==> config.mk <==
export PLATFORM = sky130hd
export DESIGN_NAME = http_request_header_tokenizer
export DESIGN_NICKNAME = d
export VERILOG_FILES = /design/src/rtl/core/htk_pkg.sv /design/src/rtl/core/htk_core.sv /design/src/rtl/core/htk_outq.sv /design/src/rtl/core/http_request_header_tokenizer.sv
export SDC_FILE = /design/constraint.sdc
export NUM_CORES = 1
export LEC_CHECK = 0
export ABC_CLOCK_PERIOD_IN_PS = 6500
export BUFFER_PORTS_ARGS = -buffer_cell sky130_fd_sc_hd__buf_4
export CORE_AREA = 2 2 123 125
export CTS_BUF_LIST = sky130_fd_sc_hd__clkbuf_4 sky130_fd_sc_hd__clkbuf_8
export DETAILED_ROUTE_END_ITERATION = 10
export DIE_AREA = 0 0 125 127
export GPL_TIMING_DRIVEN = 0
export PLACE_DENSITY = 0.75
export SLEW_MARGIN = 20
export SYNTH_ARGS = -nofsm -noshare
export SYNTH_HDL_FRONTEND = slang
export SYNTH_SLANG_ARGS = --single-unit
export TNS_END_PERCENT = 30
==> constraint.sdc <==
create_clock -name clk_i -period 6.5 [get_ports clk_i]
set_input_delay 0.975 -clock clk_i [delete_from_list [all_inputs] [get_ports clk_i]]
set_output_delay 0.975 -clock clk_i [all_outputs]
set_load 0.05 [all_outputs]
==> src/rtl/core/htk_pkg.sv <==
// ----------------------------------------------------------------------------
// htk_pkg
// Shared types, codes and per-byte parse functions of the HTTP request
// header tokenizer.
// ----------------------------------------------------------------------------
package htk_pkg;

  localparam int MAX_HEADERS = 64;
  localparam int HcntW       = $clog2(MAX_HEADERS + 1);
  localparam int SlotW       = 6;

  // line phase codes
  localparam logic [3:0] PH_METHOD  = 4'd0;
  localparam logic [3:0] PH_DROP    = 4'd1;
  localparam logic [3:0] PH_URI     = 4'd2;
  localparam logic [3:0] PH_QUERY   = 4'd3;
  localparam logic [3:0] PH_HTTP    = 4'd4;
  localparam logic [3:0] PH_VERSION = 4'd5;
  localparam logic [3:0] PH_NAME    = 4'd6;
  localparam logic [3:0] PH_COLON   = 4'd7;
  localparam logic [3:0] PH_VALUE   = 4'd8;
  localparam logic [3:0] PH_BODY    = 4'd9;

  // field kinds
  localparam logic [2:0] K_NONE    = 3'd0;
  localparam logic [2:0] K_URI     = 3'd1;
  localparam logic [2:0] K_QUERY   = 3'd2;
  localparam logic [2:0] K_VERSION = 3'd3;
  localparam logic [2:0] K_HNAME   = 3'd4;
  localparam logic [2:0] K_HVALUE  = 3'd5;
  localparam logic [2:0] K_BODY    = 3'd6;

  // method codes
  localparam logic [2:0] M_NONE    = 3'd0;
  localparam logic [2:0] M_GET     = 3'd1;
  localparam logic [2:0] M_HEAD    = 3'd2;
  localparam logic [2:0] M_POST    = 3'd3;
  localparam logic [2:0] M_PUT     = 3'd4;
  localparam logic [2:0] M_OPTIONS = 3'd5;
  localparam logic [2:0] M_DELETE  = 3'd6;

  // parse status codes
  localparam logic [2:0] ST_OK       = 3'd0;
  localparam logic [2:0] ST_NO_LF    = 3'd1;
  localparam logic [2:0] ST_NUL      = 3'd2;
  localparam logic [2:0] ST_NO_METH  = 3'd3;
  localparam logic [2:0] ST_NO_SPACE = 3'd4;
  localparam logic [2:0] ST_NO_HTTP  = 3'd5;
  localparam logic [2:0] ST_NO_COLON = 3'd6;
  localparam logic [2:0] ST_FULL     = 3'd7;

  // characters
  localparam logic [7:0] CH_NUL   = 8'h00;
  localparam logic [7:0] CH_LF    = 8'h0A;
  localparam logic [7:0] CH_CR    = 8'h0D;
  localparam logic [7:0] CH_SP    = 8'h20;
  localparam logic [7:0] CH_COLON = 8'h3A;
  localparam logic [7:0] CH_QMARK = 8'h3F;

  typedef struct packed {
    logic [3:0]       phase;
    logic [2:0]       mpos;
    logic [2:0]       mseen;
    logic             held_cr;
    logic             line_has;
    logic [HcntW-1:0] hcnt;
    logic [2:0]       err;
    logic             done;
  } st_t;

  typedef struct packed {
    logic             v;
    logic [7:0]       data;
    logic [2:0]       kind;
    logic [SlotW-1:0] slot;
  } emit_t;

  typedef struct packed {
    st_t   st;
    emit_t e;
  } disp_t;

  typedef struct packed {
    logic [7:0]       out_byte;
    logic [2:0]       field_kind;
    logic [SlotW-1:0] header_slot;
    logic [2:0]       method_code;
    logic [2:0]       parse_status;
    logic             request_done;
    logic             last_of_run;
  } res_t;

  typedef struct packed {
    logic [1:0] cnt;
    res_t       r0;
    res_t       r1;
  } step_out_t;

  function automatic logic [7:0] method_char(logic [2:0] ms, logic [2:0] pos);
    logic [55:0] txt;
    unique case (ms)
      M_GET:     txt = {"GET", 32'h0};
      M_HEAD:    txt = {"HEAD", 24'h0};
      M_POST:    txt = {"POST", 24'h0};
      M_PUT:     txt = {"PUT", 32'h0};
      M_OPTIONS: txt = "OPTIONS";
      M_DELETE:  txt = {"DELETE", 8'h0};
      default:   txt = '0;
    endcase
    if (pos == 3'd7) return CH_NUL;
    return txt[8*(6-pos) +: 8];
  endfunction

  function automatic logic [2:0] method_len(logic [2:0] ms);
    logic [2:0] len;
    unique case (ms)
      M_GET:     len = 3'd3;
      M_HEAD:    len = 3'd4;
      M_POST:    len = 3'd4;
      M_PUT:     len = 3'd3;
      M_OPTIONS: len = 3'd7;
      M_DELETE:  len = 3'd6;
      default:   len = 3'd0;
    endcase
    return len;
  endfunction

  function automatic logic [7:0] http_char(logic [2:0] pos);
    logic [39:0] txt;
    txt = "HTTP/";
    if (pos >= 3'd5) return CH_NUL;
    return txt[8*(4-pos) +: 8];
  endfunction

  // first error wins
  function automatic st_t htk_fail(st_t s, logic [2:0] code);
    st_t r;
    r = s;
    if (!s.done) begin
      r.err  = code;
      r.done = 1'b1;
    end
    return r;
  endfunction

  function automatic st_t end_header_line(st_t s);
    st_t r;
    r = s;
    if (s.hcnt < HcntW'(MAX_HEADERS)) r.hcnt = s.hcnt + 1'b1;
    r.phase    = PH_NAME;
    r.line_has = 1'b0;
    return r;
  endfunction

  function automatic disp_t htk_dispatch(st_t s, logic [7:0] c);
    disp_t      r;
    logic       go;
    logic [2:0] mp_n;
    r      = '0;
    r.st   = s;
    r.e.data = c;
    go     = 1'b1;
    mp_n   = s.mpos + 1'b1;
    if (c == CH_NUL) begin
      r.st = htk_fail(s, ST_NUL);
    end else begin
      unique case (s.phase)
        PH_METHOD: begin
          if (s.mpos == 3'd0) begin
            priority if (c == CH_LF) begin
              r.st.phase = PH_BODY;
              go = 1'b0;
            end else if (c == "G") r.st.mseen = M_GET;
            else if (c == "H") r.st.mseen = M_HEAD;
            else if (c == "P") r.st.mseen = M_POST;
            else if (c == "O") r.st.mseen = M_OPTIONS;
            else if (c == "D") r.st.mseen = M_DELETE;
            else begin
              r.st = htk_fail(r.st, ST_NO_METH);
              go = 1'b0;
            end
          end else begin
            if (s.mseen == M_POST && s.mpos == 3'd1 && c == "U") r.st.mseen = M_PUT;
            if (c != method_char(r.st.mseen, s.mpos)) begin
              r.st = htk_fail(r.st, ST_NO_METH);
              go = 1'b0;
            end
          end
          if (go) begin
            if (mp_n >= method_len(r.st.mseen)) begin
              r.st.phase = PH_DROP;
              r.st.mpos  = 3'd0;
            end else begin
              r.st.mpos = mp_n;
            end
          end
        end
        PH_DROP: begin
          if (c == CH_LF) r.st = htk_fail(s, ST_NO_SPACE);
          else r.st.phase = PH_URI;
        end
        PH_URI, PH_QUERY: begin
          priority if (c == CH_LF) begin
            r.st = htk_fail(s, ST_NO_SPACE);
          end else if (c == CH_SP) begin
            r.st.phase = PH_HTTP;
            r.st.mpos  = 3'd0;
          end else if (c == CH_QMARK && s.phase == PH_URI) begin
            r.st.phase = PH_QUERY;
          end else begin
            r.e.v    = 1'b1;
            r.e.kind = (s.phase == PH_URI) ? K_URI : K_QUERY;
          end
        end
        PH_HTTP: begin
          if (s.mpos >= 3'd5 || c != http_char(s.mpos)) begin
            r.st = htk_fail(s, ST_NO_HTTP);
          end else if (mp_n >= 3'd5) begin
            r.st.phase = PH_VERSION;
            r.st.mpos  = 3'd0;
          end else begin
            r.st.mpos = mp_n;
          end
        end
        PH_VERSION: begin
          if (c == CH_LF) begin
            r.st.phase    = PH_NAME;
            r.st.line_has = 1'b0;
          end else begin
            r.e.v    = 1'b1;
            r.e.kind = K_VERSION;
          end
        end
        PH_NAME: begin
          priority if (c == CH_LF) begin
            if (!s.line_has) r.st.phase = PH_BODY;
            else r.st = htk_fail(s, ST_NO_COLON);
          end else if (!s.line_has && s.hcnt >= HcntW'(MAX_HEADERS)) begin
            r.st = htk_fail(s, ST_FULL);
          end else begin
            r.st.line_has = 1'b1;
            if (c == CH_COLON) begin
              r.st.phase = PH_COLON;
            end else begin
              r.e.v    = 1'b1;
              r.e.kind = K_HNAME;
              r.e.slot = s.hcnt[SlotW-1:0];
            end
          end
        end
        PH_COLON: begin
          priority if (c == CH_LF) begin
            r.st = end_header_line(s);
          end else if (c == CH_SP) begin
            r.st.phase = PH_VALUE;
          end else begin
            r.st.phase = PH_VALUE;
            r.e.v    = 1'b1;
            r.e.kind = K_HVALUE;
            r.e.slot = s.hcnt[SlotW-1:0];
          end
        end
        PH_VALUE: begin
          if (c == CH_LF) begin
            r.st = end_header_line(s);
          end else begin
            r.e.v    = 1'b1;
            r.e.kind = K_HVALUE;
            r.e.slot = s.hcnt[SlotW-1:0];
          end
        end
        default: ;
      endcase
    end
    return r;
  endfunction

  // body bytes pass, CR is held, the rest goes to the line parser
  function automatic disp_t htk_feed(st_t s, logic [7:0] c);
    disp_t r;
    r = '0;
    r.st = s;
    priority if (s.phase == PH_BODY) begin
      r.e.v    = 1'b1;
      r.e.data = c;
      r.e.kind = K_BODY;
    end else if (c == CH_CR) begin
      r.st.held_cr = 1'b1;
    end else begin
      r = htk_dispatch(s, c);
    end
    return r;
  endfunction

  function automatic res_t mk_res(emit_t e, logic [2:0] mcode);
    res_t r;
    r              = '0;
    r.out_byte     = e.data;
    r.field_kind   = e.kind;
    r.header_slot  = e.slot;
    r.method_code  = mcode;
    return r;
  endfunction

endpackage

==> src/rtl/core/htk_core.sv <==
// ----------------------------------------------------------------------------
// htk_core
// Parser state and the single-pass byte step: up to two results per byte.
// ----------------------------------------------------------------------------
module htk_core import htk_pkg::*; (
  input  logic       clk_i,
  input  logic       rst_ni,
  input  logic       take_i,
  input  logic [7:0] byte_i,
  input  logic       eom_i,
  output step_out_t  step_o
);

  st_t st_q, st_d;

  always_comb begin
    st_t        s;
    disp_t      d1, d2;
    logic       held_path;
    logic [2:0] mcode;
    res_t       r0, r1;
    logic [1:0] n;

    s  = st_q;
    d2 = '0;
    r0 = '0;
    r1 = '0;
    n  = 2'd0;
    held_path = st_q.held_cr && (st_q.phase != PH_BODY);
    s.held_cr = 1'b0;

    // held CR: dropped before LF, else parsed as a byte ahead of this one
    if (held_path) begin
      d1 = htk_dispatch(s, (byte_i == CH_LF) ? CH_LF : CH_CR);
      d2.st = d1.st;
      if (byte_i != CH_LF && !d1.st.done) d2 = htk_feed(d1.st, byte_i);
    end else begin
      d1 = htk_feed(s, byte_i);
      d2.st = d1.st;
    end
    s = d2.st;

    if (eom_i && !s.done) begin
      if (s.phase == PH_BODY) s.done = 1'b1;
      else s = htk_fail(s, ST_NO_LF);
    end

    mcode = (s.phase == PH_METHOD) ? M_NONE : s.mseen;

    if (d1.e.v) begin
      r0 = mk_res(d1.e, mcode);
      if (d2.e.v) begin
        r1 = mk_res(d2.e, mcode);
        n  = 2'd2;
      end else begin
        n = 2'd1;
      end
    end else if (d2.e.v) begin
      r0 = mk_res(d2.e, mcode);
      n  = 2'd1;
    end

    // parsing ended without a byte: carry the status on an empty result
    if (s.done && n == 2'd0) begin
      r0.method_code = mcode;
      n = 2'd1;
    end

    if (n == 2'd2) begin
      r1.last_of_run  = 1'b1;
      r1.request_done = s.done;
      r1.parse_status = s.done ? s.err : ST_OK;
    end else begin
      r0.last_of_run  = 1'b1;
      r0.request_done = s.done;
      r0.parse_status = s.done ? s.err : ST_OK;
    end

    // finished request: ignore input until reset
    if (st_q.done) begin
      n = 2'd0;
      s = st_q;
    end

    st_d       = s;
    step_o.cnt = n;
    step_o.r0  = r0;
    step_o.r1  = r1;
  end

  always_ff @(posedge clk_i or negedge rst_ni) begin
    if (!rst_ni) begin
      // all-zero state is the method phase with nothing matched
      st_q <= '0;
    end else if (take_i) begin
      st_q <= st_d;
    end
  end

endmodule

==> src/rtl/core/htk_outq.sv <==
// ----------------------------------------------------------------------------
// htk_outq
// Two-entry result register; loads a byte's results, drains one per beat.
// ----------------------------------------------------------------------------
module htk_outq import htk_pkg::*; (
  input  logic      clk_i,
  input  logic      rst_ni,
  input  logic      push_i,
  input  step_out_t step_i,
  output logic      can_take_o,
  output logic      valid_o,
  input  logic      ready_i,
  output res_t      data_o
);

  logic [1:0] cnt_q, cnt_d;
  res_t       head_q, head_d;
  res_t       tail_q, tail_d;
  logic       pop;

  assign valid_o    = (cnt_q != 2'd0);
  assign data_o     = head_q;
  assign pop        = valid_o && ready_i;
  // a new load must find the queue empty after this beat
  assign can_take_o = (cnt_q == 2'd0) || (cnt_q == 2'd1 && pop);

  always_comb begin
    cnt_d  = cnt_q;
    head_d = head_q;
    tail_d = tail_q;
    if (push_i) begin
      cnt_d  = step_i.cnt;
      head_d = step_i.r0;
      tail_d = step_i.r1;
    end else if (pop) begin
      cnt_d  = cnt_q - 2'd1;
      head_d = tail_q;
    end
  end

  always_ff @(posedge clk_i or negedge rst_ni) begin
    if (!rst_ni) begin
      cnt_q <= 2'd0;
    end else begin
      cnt_q <= cnt_d;
    end
  end

  always_ff @(posedge clk_i) begin
    head_q <= head_d;
    tail_q <= tail_d;
  end

endmodule

==> src/rtl/core/http_request_header_tokenizer.sv <==
// ----------------------------------------------------------------------------
// http_request_header_tokenizer
// Splits an HTTP request byte stream into tagged URI, query, version,
// header name, header value and body bytes, with method and parse status.
// ----------------------------------------------------------------------------
//
// Channel   Dir  Transaction
// s_axis    in   one request byte; tlast marks the final byte of the message
// m_axis    out  one tagged byte (or an empty status beat); tuser is the
//                field kind, tlast the last beat caused by an input byte
//
// Each byte is registered at the input, parsed combinationally and loaded into a
// two-entry result register; a byte enters every cycle unless m_axis stalls and
// yields at most one beat, except a byte that releases a held CR, which can yield
// two beats and holds off the next byte until the second beat drains.
// Reset clears parser state and empties both registers; m_axis stalls reach s_axis
// tready. After the request ends, bytes are accepted and dropped until reset.
//
module http_request_header_tokenizer import htk_pkg::*; (
  input  logic        clk_i,
  input  logic        rst_ni,
  input  logic        s_axis_tvalid,
  output logic        s_axis_tready,
  input  logic [7:0]  s_axis_tdata,   // [7:0] data_byte
  input  logic        s_axis_tlast,   // end_of_message
  output logic        m_axis_tvalid,
  input  logic        m_axis_tready,
  // [7:0] out_byte, [13:8] header_slot, [16:14] method_code,
  // [19:17] parse_status, [20] request_done, [23:21] zero
  output logic [23:0] m_axis_tdata,
  output logic [2:0]  m_axis_tuser,   // field_kind
  output logic        m_axis_tlast    // last_of_run
);

  // input register
  logic       in_valid_q;
  logic [7:0] in_byte_q;
  logic       in_eom_q;

  logic       take;      // input register moves into the parser this cycle
  logic       can_take;
  step_out_t  step;
  res_t       res;

  assign take          = in_valid_q && can_take;
  assign s_axis_tready = !in_valid_q || take;

  always_ff @(posedge clk_i or negedge rst_ni) begin
    if (!rst_ni) begin
      in_valid_q <= 1'b0;
    end else if (s_axis_tvalid && s_axis_tready) begin
      in_valid_q <= 1'b1;
    end else if (take) begin
      in_valid_q <= 1'b0;
    end
  end

  always_ff @(posedge clk_i) begin
    if (s_axis_tvalid && s_axis_tready) begin
      in_byte_q <= s_axis_tdata;
      in_eom_q  <= s_axis_tlast;
    end
  end

  // parser: state update and results for one byte
  htk_core u_core (
    .clk_i  (clk_i),
    .rst_ni (rst_ni),
    .take_i (take),
    .byte_i (in_byte_q),
    .eom_i  (in_eom_q),
    .step_o (step)
  );

  // result register, drained one beat at a time
  htk_outq u_outq (
    .clk_i      (clk_i),
    .rst_ni     (rst_ni),
    .push_i     (take),
    .step_i     (step),
    .can_take_o (can_take),
    .valid_o    (m_axis_tvalid),
    .ready_i    (m_axis_tready),
    .data_o     (res)
  );

  assign m_axis_tdata = {3'b000, res.request_done, res.parse_status, res.method_code,
                         res.header_slot, res.out_byte};
  assign m_axis_tuser = res.field_kind;
  assign m_axis_tlast = res.last_of_run;

endmodule
Word-level counts from Yosys, hierarchy flattened
Cells that the tools add are included.
{"block": "totals", "word_cells": 726, "reg_bits": 85, "out_inout_bits": 30, "inputBits": 13}
{"block": "classes", "n_reduce_logical": 51, "muxes": 531, "n_eq_ne": 92, "shift": 5, "bitwise_logic": 1, "n_lt_le_gt_ge": 11, "addsub": 9}
{"operator": "23-bit two-way mux", "n": 52}
{"operator": "55-bit case mux with 6 select lines", "n": 3}
{"operator": "56-bit two-way mux", "n": 17}
{"operator": "19-bit two-way mux", "n": 22}
{"operator": "16-bit two-way mux", "n": 25}
{"operator": "8-bit two-way mux", "n": 41}
{"operator": "7-bit two-way mux", "n": 44}
{"operator": "4-bit two-way mux", "n": 73}
{"operator": "11-bit case mux with 7 select lines", "n": 3}
{"operator": "3-bit two-way mux", "n": 74}
{"operator": "9-bit two-way mux", "n": 21}
{"operator": "56-bit by 33-bit indexed part select with 8-bit output", "n": 3}
{"operator": "7-bit case mux with 7 select lines", "n": 3}
{"operator": "1-bit two-way mux", "n": 102}
{"operator": "25-bit two-way mux", "n": 4}
{"operator": "8-bit by 7-bit equality test with 1-bit output, second input constant", "n": 12}
{"operator": "4-bit case mux with 8 select lines", "n": 3}
{"operator": "12-bit two-way mux", "n": 7}
{"operator": "40-bit by 33-bit indexed part select with 8-bit output, first input constant", "n": 2}
{"operator": "3-bit equality test, second input constant", "n": 20}
{"operator": "30-bit two-way mux", "n": 2}
{"operator": "6-bit case mux with 3 select lines", "n": 3}
{"operator": "8-bit by 6-bit equality test with 1-bit output, second input constant", "n": 6}
{"operator": "8-bit != test", "n": 6}
{"operator": "40 further kinds", "n": 152}

Logic depth before layout (Yosys ltp)
{"block": "logic_depth", "depth_word": 111, "depth_mapped": 22, "mapped_depth_nobuf": 19}

Hierarchy
Synthesis repeated with hierarchy kept, for this count alone.
{"block": "unflattened", "cells_unflattened": 930, "hier_area_um2": 7556.0}
{"module": "htk_core", "area_each_um2": 5245.0, "n_inst": 1, "cells_per_inst": 816}
{"module": "htk_outq", "area_each_um2": 1954.4, "n_inst": 1, "cells_per_inst": 96}
{"module": "http_request_header_tokenizer", "area_each_um2": 356.6, "n_inst": 1, "cells_per_inst": 18}

Least setup slack after synthesis
No wires, ideal clock.
{"block": "synth_path", "path_type": "register to register", "startpoint": "reg u_core.st_q[16] (netlist name)", "endpoint": "reg u_outq.head_q (netlist bit u_outq.data_o[3]), data pin", "synth_period_minus_slack_ns": 4.288, "slack_ns": 2.212, "n_path_buf": 5, "t_arrival_ns": 4.032, "required_time_ns": 6.244, "stages_incl_launch_ff": 19, "cell_sequence": "dfrtp_1 -> buf_2 -> buf_2 -> buf_2 -> inv_1 -> ha_1 -> ha_1 -> clkbuf_1 -> o2111a_1 -> a2111oi_2 -> nor2_1 -> o21ai_0 -> a221oi_1 -> nand2_1 -> clkbuf_1 -> ha_1 -> nor3b_1 -> nor2_1 -> a22o_1"}
{"item": "from (decl)", "line": "htk_core.sv:14", "rtl": "st_t st_q, st_d;"}
{"item": "from (signal assigned)", "line": "htk_core.sv:96", "rtl": "st_q <= st_d;"}
{"item": "to (signal assigned)", "line": "htk_outq.sv:50", "rtl": "head_q <= head_d;"}
{"item": "to (decl)", "line": "htk_outq.sv:17", "rtl": "res_t head_q, head_d;"}

==> run_results.csv <==
group,metric,value,unit
run_status,run_status,"finished clean",
synthesis,yosys.area.top_type_share,24.85,%
worst_setup_path,critPathLaunchType,"flip-flop",
final_layout,antenna_diodes,0,
clock_network,cts_setup_buffers,0,
place,post_dp_cell_area,7662,um2
job,max_cap_viol_count,0,
clock_network,clk_pin_slew_worst_paths,110,ps
drt,first_pass_iters,5,
drt,drt_first_iter_violations,1011,
drt,post-route-drc-count,0,
worst_setup_path,setup.worst_path.class,"flip-flop to flip-flop",
clock_network,cts.sink_count,85,
timing,hold_ws,505.7,ps
power_and_ir_drop,power.leakage,3.004,nW
synthesis,ys_seq_area_share,33.97,%
clock_network,tritoncts_clock_tree,"built",
clock_network,cts_buffers,9,
drt,final_antenna_net_count,0,
synthesis,postSynth.asyncResetShare,30.59,%
drt,route.met3.wl,2683,um
floorplan,die_area,15880,um2
synthesis,syn-instance-count,863,
drt,avgViaCountPerCell,6.748,
drt,drt-met1-wl,10420,um
synthesis,synth_warnings,0,
clock_network,later_pin_clock_latency_in_the_skew_report,400,ps
global_routing,grt.overflow.total,0,
worst_setup_path,worst_path_cell_trace,"buf_2 > buf_2 > buf_2 > inv_1 > ha_1 > ha_1 > clkbuf_1 > clkbuf_1 > and2_1 > a31oi_1 > o21a_1 > ha_1 > nand2b_1 > a21o_1 > a21o_1 > nand4b_1 > o221a_2 > o211ai_1 > a211oi_1 > a211oi_2 > a22o_1",
timing,fmaxAchievable,0.1744,GHz
clock_network,cts_buffer_depth,2,
synthesis,summed_instance_area_of_the_synthesized_netlist,7131,um2
final_layout,final_area,7871,um2
clock_network,htree_levels,3,
timing,slew_viol_final,0,
synthesis,synth_seq_cells,85,
hold_path,hp-class,"primary input to asynchronous set/reset pin",
synthesis,edff_count_synth,59,
timing,least_margin_pin_slew,1115,ps
timing,setup_total_negative_slack,0,ps
clock_network,post_cts_resized,0,
power_and_ir_drop,power.ir.vdd_worst,0.1666,mV
timing,slew_headroom,25.47,%
worst_setup_path,worst_path_largest_cell_delay,680,ps
final_layout,layout-drive-gt1-share,12.07,%
drt,detailroute.wirelength.met2,10680,um
drt,drt-total-wl,24710,um
place,port_buffers,39,
floorplan,coreArea,14420,um2
timing,final_period_minus_worst_setup_slack,5735,ps
global_routing,grt_start_max_net_pins,35,
timing,setup-violations-final,0,
synthesis,post_synth_most_frequent_cells,"89 x nand2_1, 74 x o21ai_0, 72 x nor2_1",
floorplan,chipWidth,125,um
floorplan,design.portCount,43,
floorplan,floorplan.die.height,127,um
worst_setup_path,crit_path_top_delay_cell,"a211oi_1",
worst_setup_path,cp.arrival,5890,ps
worst_setup_path,timing.critical_path.required,6650,ps
global_routing,grtUsageTotal,30.62,%
synthesis,synth_flop_cell,"edfxtp_1",
power_and_ir_drop,power.density_cell_area,264.4,nW/um2
drt,vias,7450,
global_routing,grt_pass1_wl,38350,um
final_layout,final_nets,941,
clock_network,cts-hold-fix-buffers,0,
worst_setup_path,end_kind,"flip-flop",
final_layout,area_delta_synth_final,10.39,%
timing,finalHoldViolCount,0,
global_routing,number_of_antenna_violations_at_the_first_check_in_global_routing,0,
worst_setup_path,path_max_fanout,10,
global_routing,grt_pass1_vias,6707,
timing,final.setup_skew,20.76,ps
synthesis,synth_top_cell_by_area,"edfxtp_1",
place,hpwl_reported_at_the_end_of_detailed_placement,18330,um
drt,wl_per_cell,22.39,um
synthesis,syn_area_per_cell,8.263,um2
floorplan,start_util,49.44,%
drt,top_layer_used,"met5",
timing,grt_setup_unrepaired,"no",
synthesis,synthDistinctLibCells,94,
clock_network,cts.root.buffer_cell,"clkbuf_8",
synthesis,yosys.cell_count.top_type,"nand2_1",
floorplan,std_cell_rows,44,
timing,period_share,88.23,%
place,gp_congestion,0.9979,
synthesis,netlist_top_cells_area,"edfxtp_1 25%, dfrtp_1 9.1%, o21ai_0 5.2%",
## power breakdown
group	total, mW	internal, mW	switching, mW
logic	0.845	0.229	0.616
clock network	0.390	0.156	0.234
registers	0.846	0.786	0.0597
## metrics by stage
stage	total power, mW	worst slack (ps)	utilization [%]	cells
2_1_floorplan	1.444	2212	-	865
3_3_place_gp	1.675	711.1	53.11	1088
3_5_place_dp	1.702	705.9	53.12	1088
4_1_cts	2.080	646.7	54.45	1104
5_1_grt	2.167	502.5	54.57	1104
6_report	2.081	765.2	54.57	1104
## registers in the layout, summed over array words and instances, names as in the netlist
register / cells
in_byte_q: 8
in_eom_q: 1
in_valid_q: 1
u_core.st_q: 23
u_outq.cnt_q: 2
u_outq.data_o: 25
u_outq.tail_q: 25
## worst paths after layout
kind                                    from                 to  slack, ps  cells after the start
setup / recovery             u_core.st_q[16]   u_outq.data_o[7]        770                     21
hold / removal                        rst_ni    u_core.st_q[10]        510                      1
setup reg to reg             u_core.st_q[16]   u_outq.data_o[7]        770                     21
hold reg to reg            u_outq.tail_q[15]  u_outq.data_o[15]        520                      2
max in group asynchronous             rst_ni         in_valid_q       5660                      1
min in group clk_i         u_outq.tail_q[15]  u_outq.data_o[15]        520                      2
## routing by layer
layer,GRT usage [%],vias to the layer above
met1,44.46,3515
met3,5.444,77
met4,11.24,2
met2,46.04,475
met5,0,-
li1,-,3381
## placed cells by master (no fill, tap or decap), types with 7 or more instances in the layout
cell type  netlist  layout
ha_1            13      13
edfxtp_1        59      59
clkbuf_8         0      10
buf_4            3      42
o31ai_1          8       8
a211oi_1        12      12
nand3_1         21      21
a22o_1          13      13
nand2_1         89      89
inv_1           31      31
and2_1          15      15
nor2b_1         11      11
a21oi_1         52      52
o211ai_1        12      12
nor4_1           7       7
nand2b_1        15      15
a31oi_1         17      17
a21o_1          11      11
o21a_1          14      14
nor3_1          36      36
dfrtp_1         26      26
clkbuf_1        47      46
o21ai_0         74      74
nor2_1          72      72
buf_2           15      15
## worst max-delay path, delay by kind of cell (launching register included)
family          cells  cell delay [ps]
simple gates        3              460
flops               1              500
buf+inv             6             1470
compound gates      9             2390
fa+ha+maj           3              670
## final cells by class
class	instances	area, um2
buffer	70	316.6
clock buffer	10	137.6
clock inverter	6	53.80
fill	1387	6553
inverter	31	116.4
multi-input combinational	679	4302
sequential	85	2422
tap	184	230.2
timing repair buffer	39	292.8
## kinds of logic after synthesis
logic type | share of synthesized area [%]
and+or+nand+nor | 24.44
AOI/OAI and AO/OA | 30.50
buffers and inverters | 6.054
DFF | 33.97
adders and majority gates | 2.281
xor gates and xnor gates | 1.228
muxes | 1.474
other | 0.05259
No activity file was read; power rests on OpenSTA's default activity.
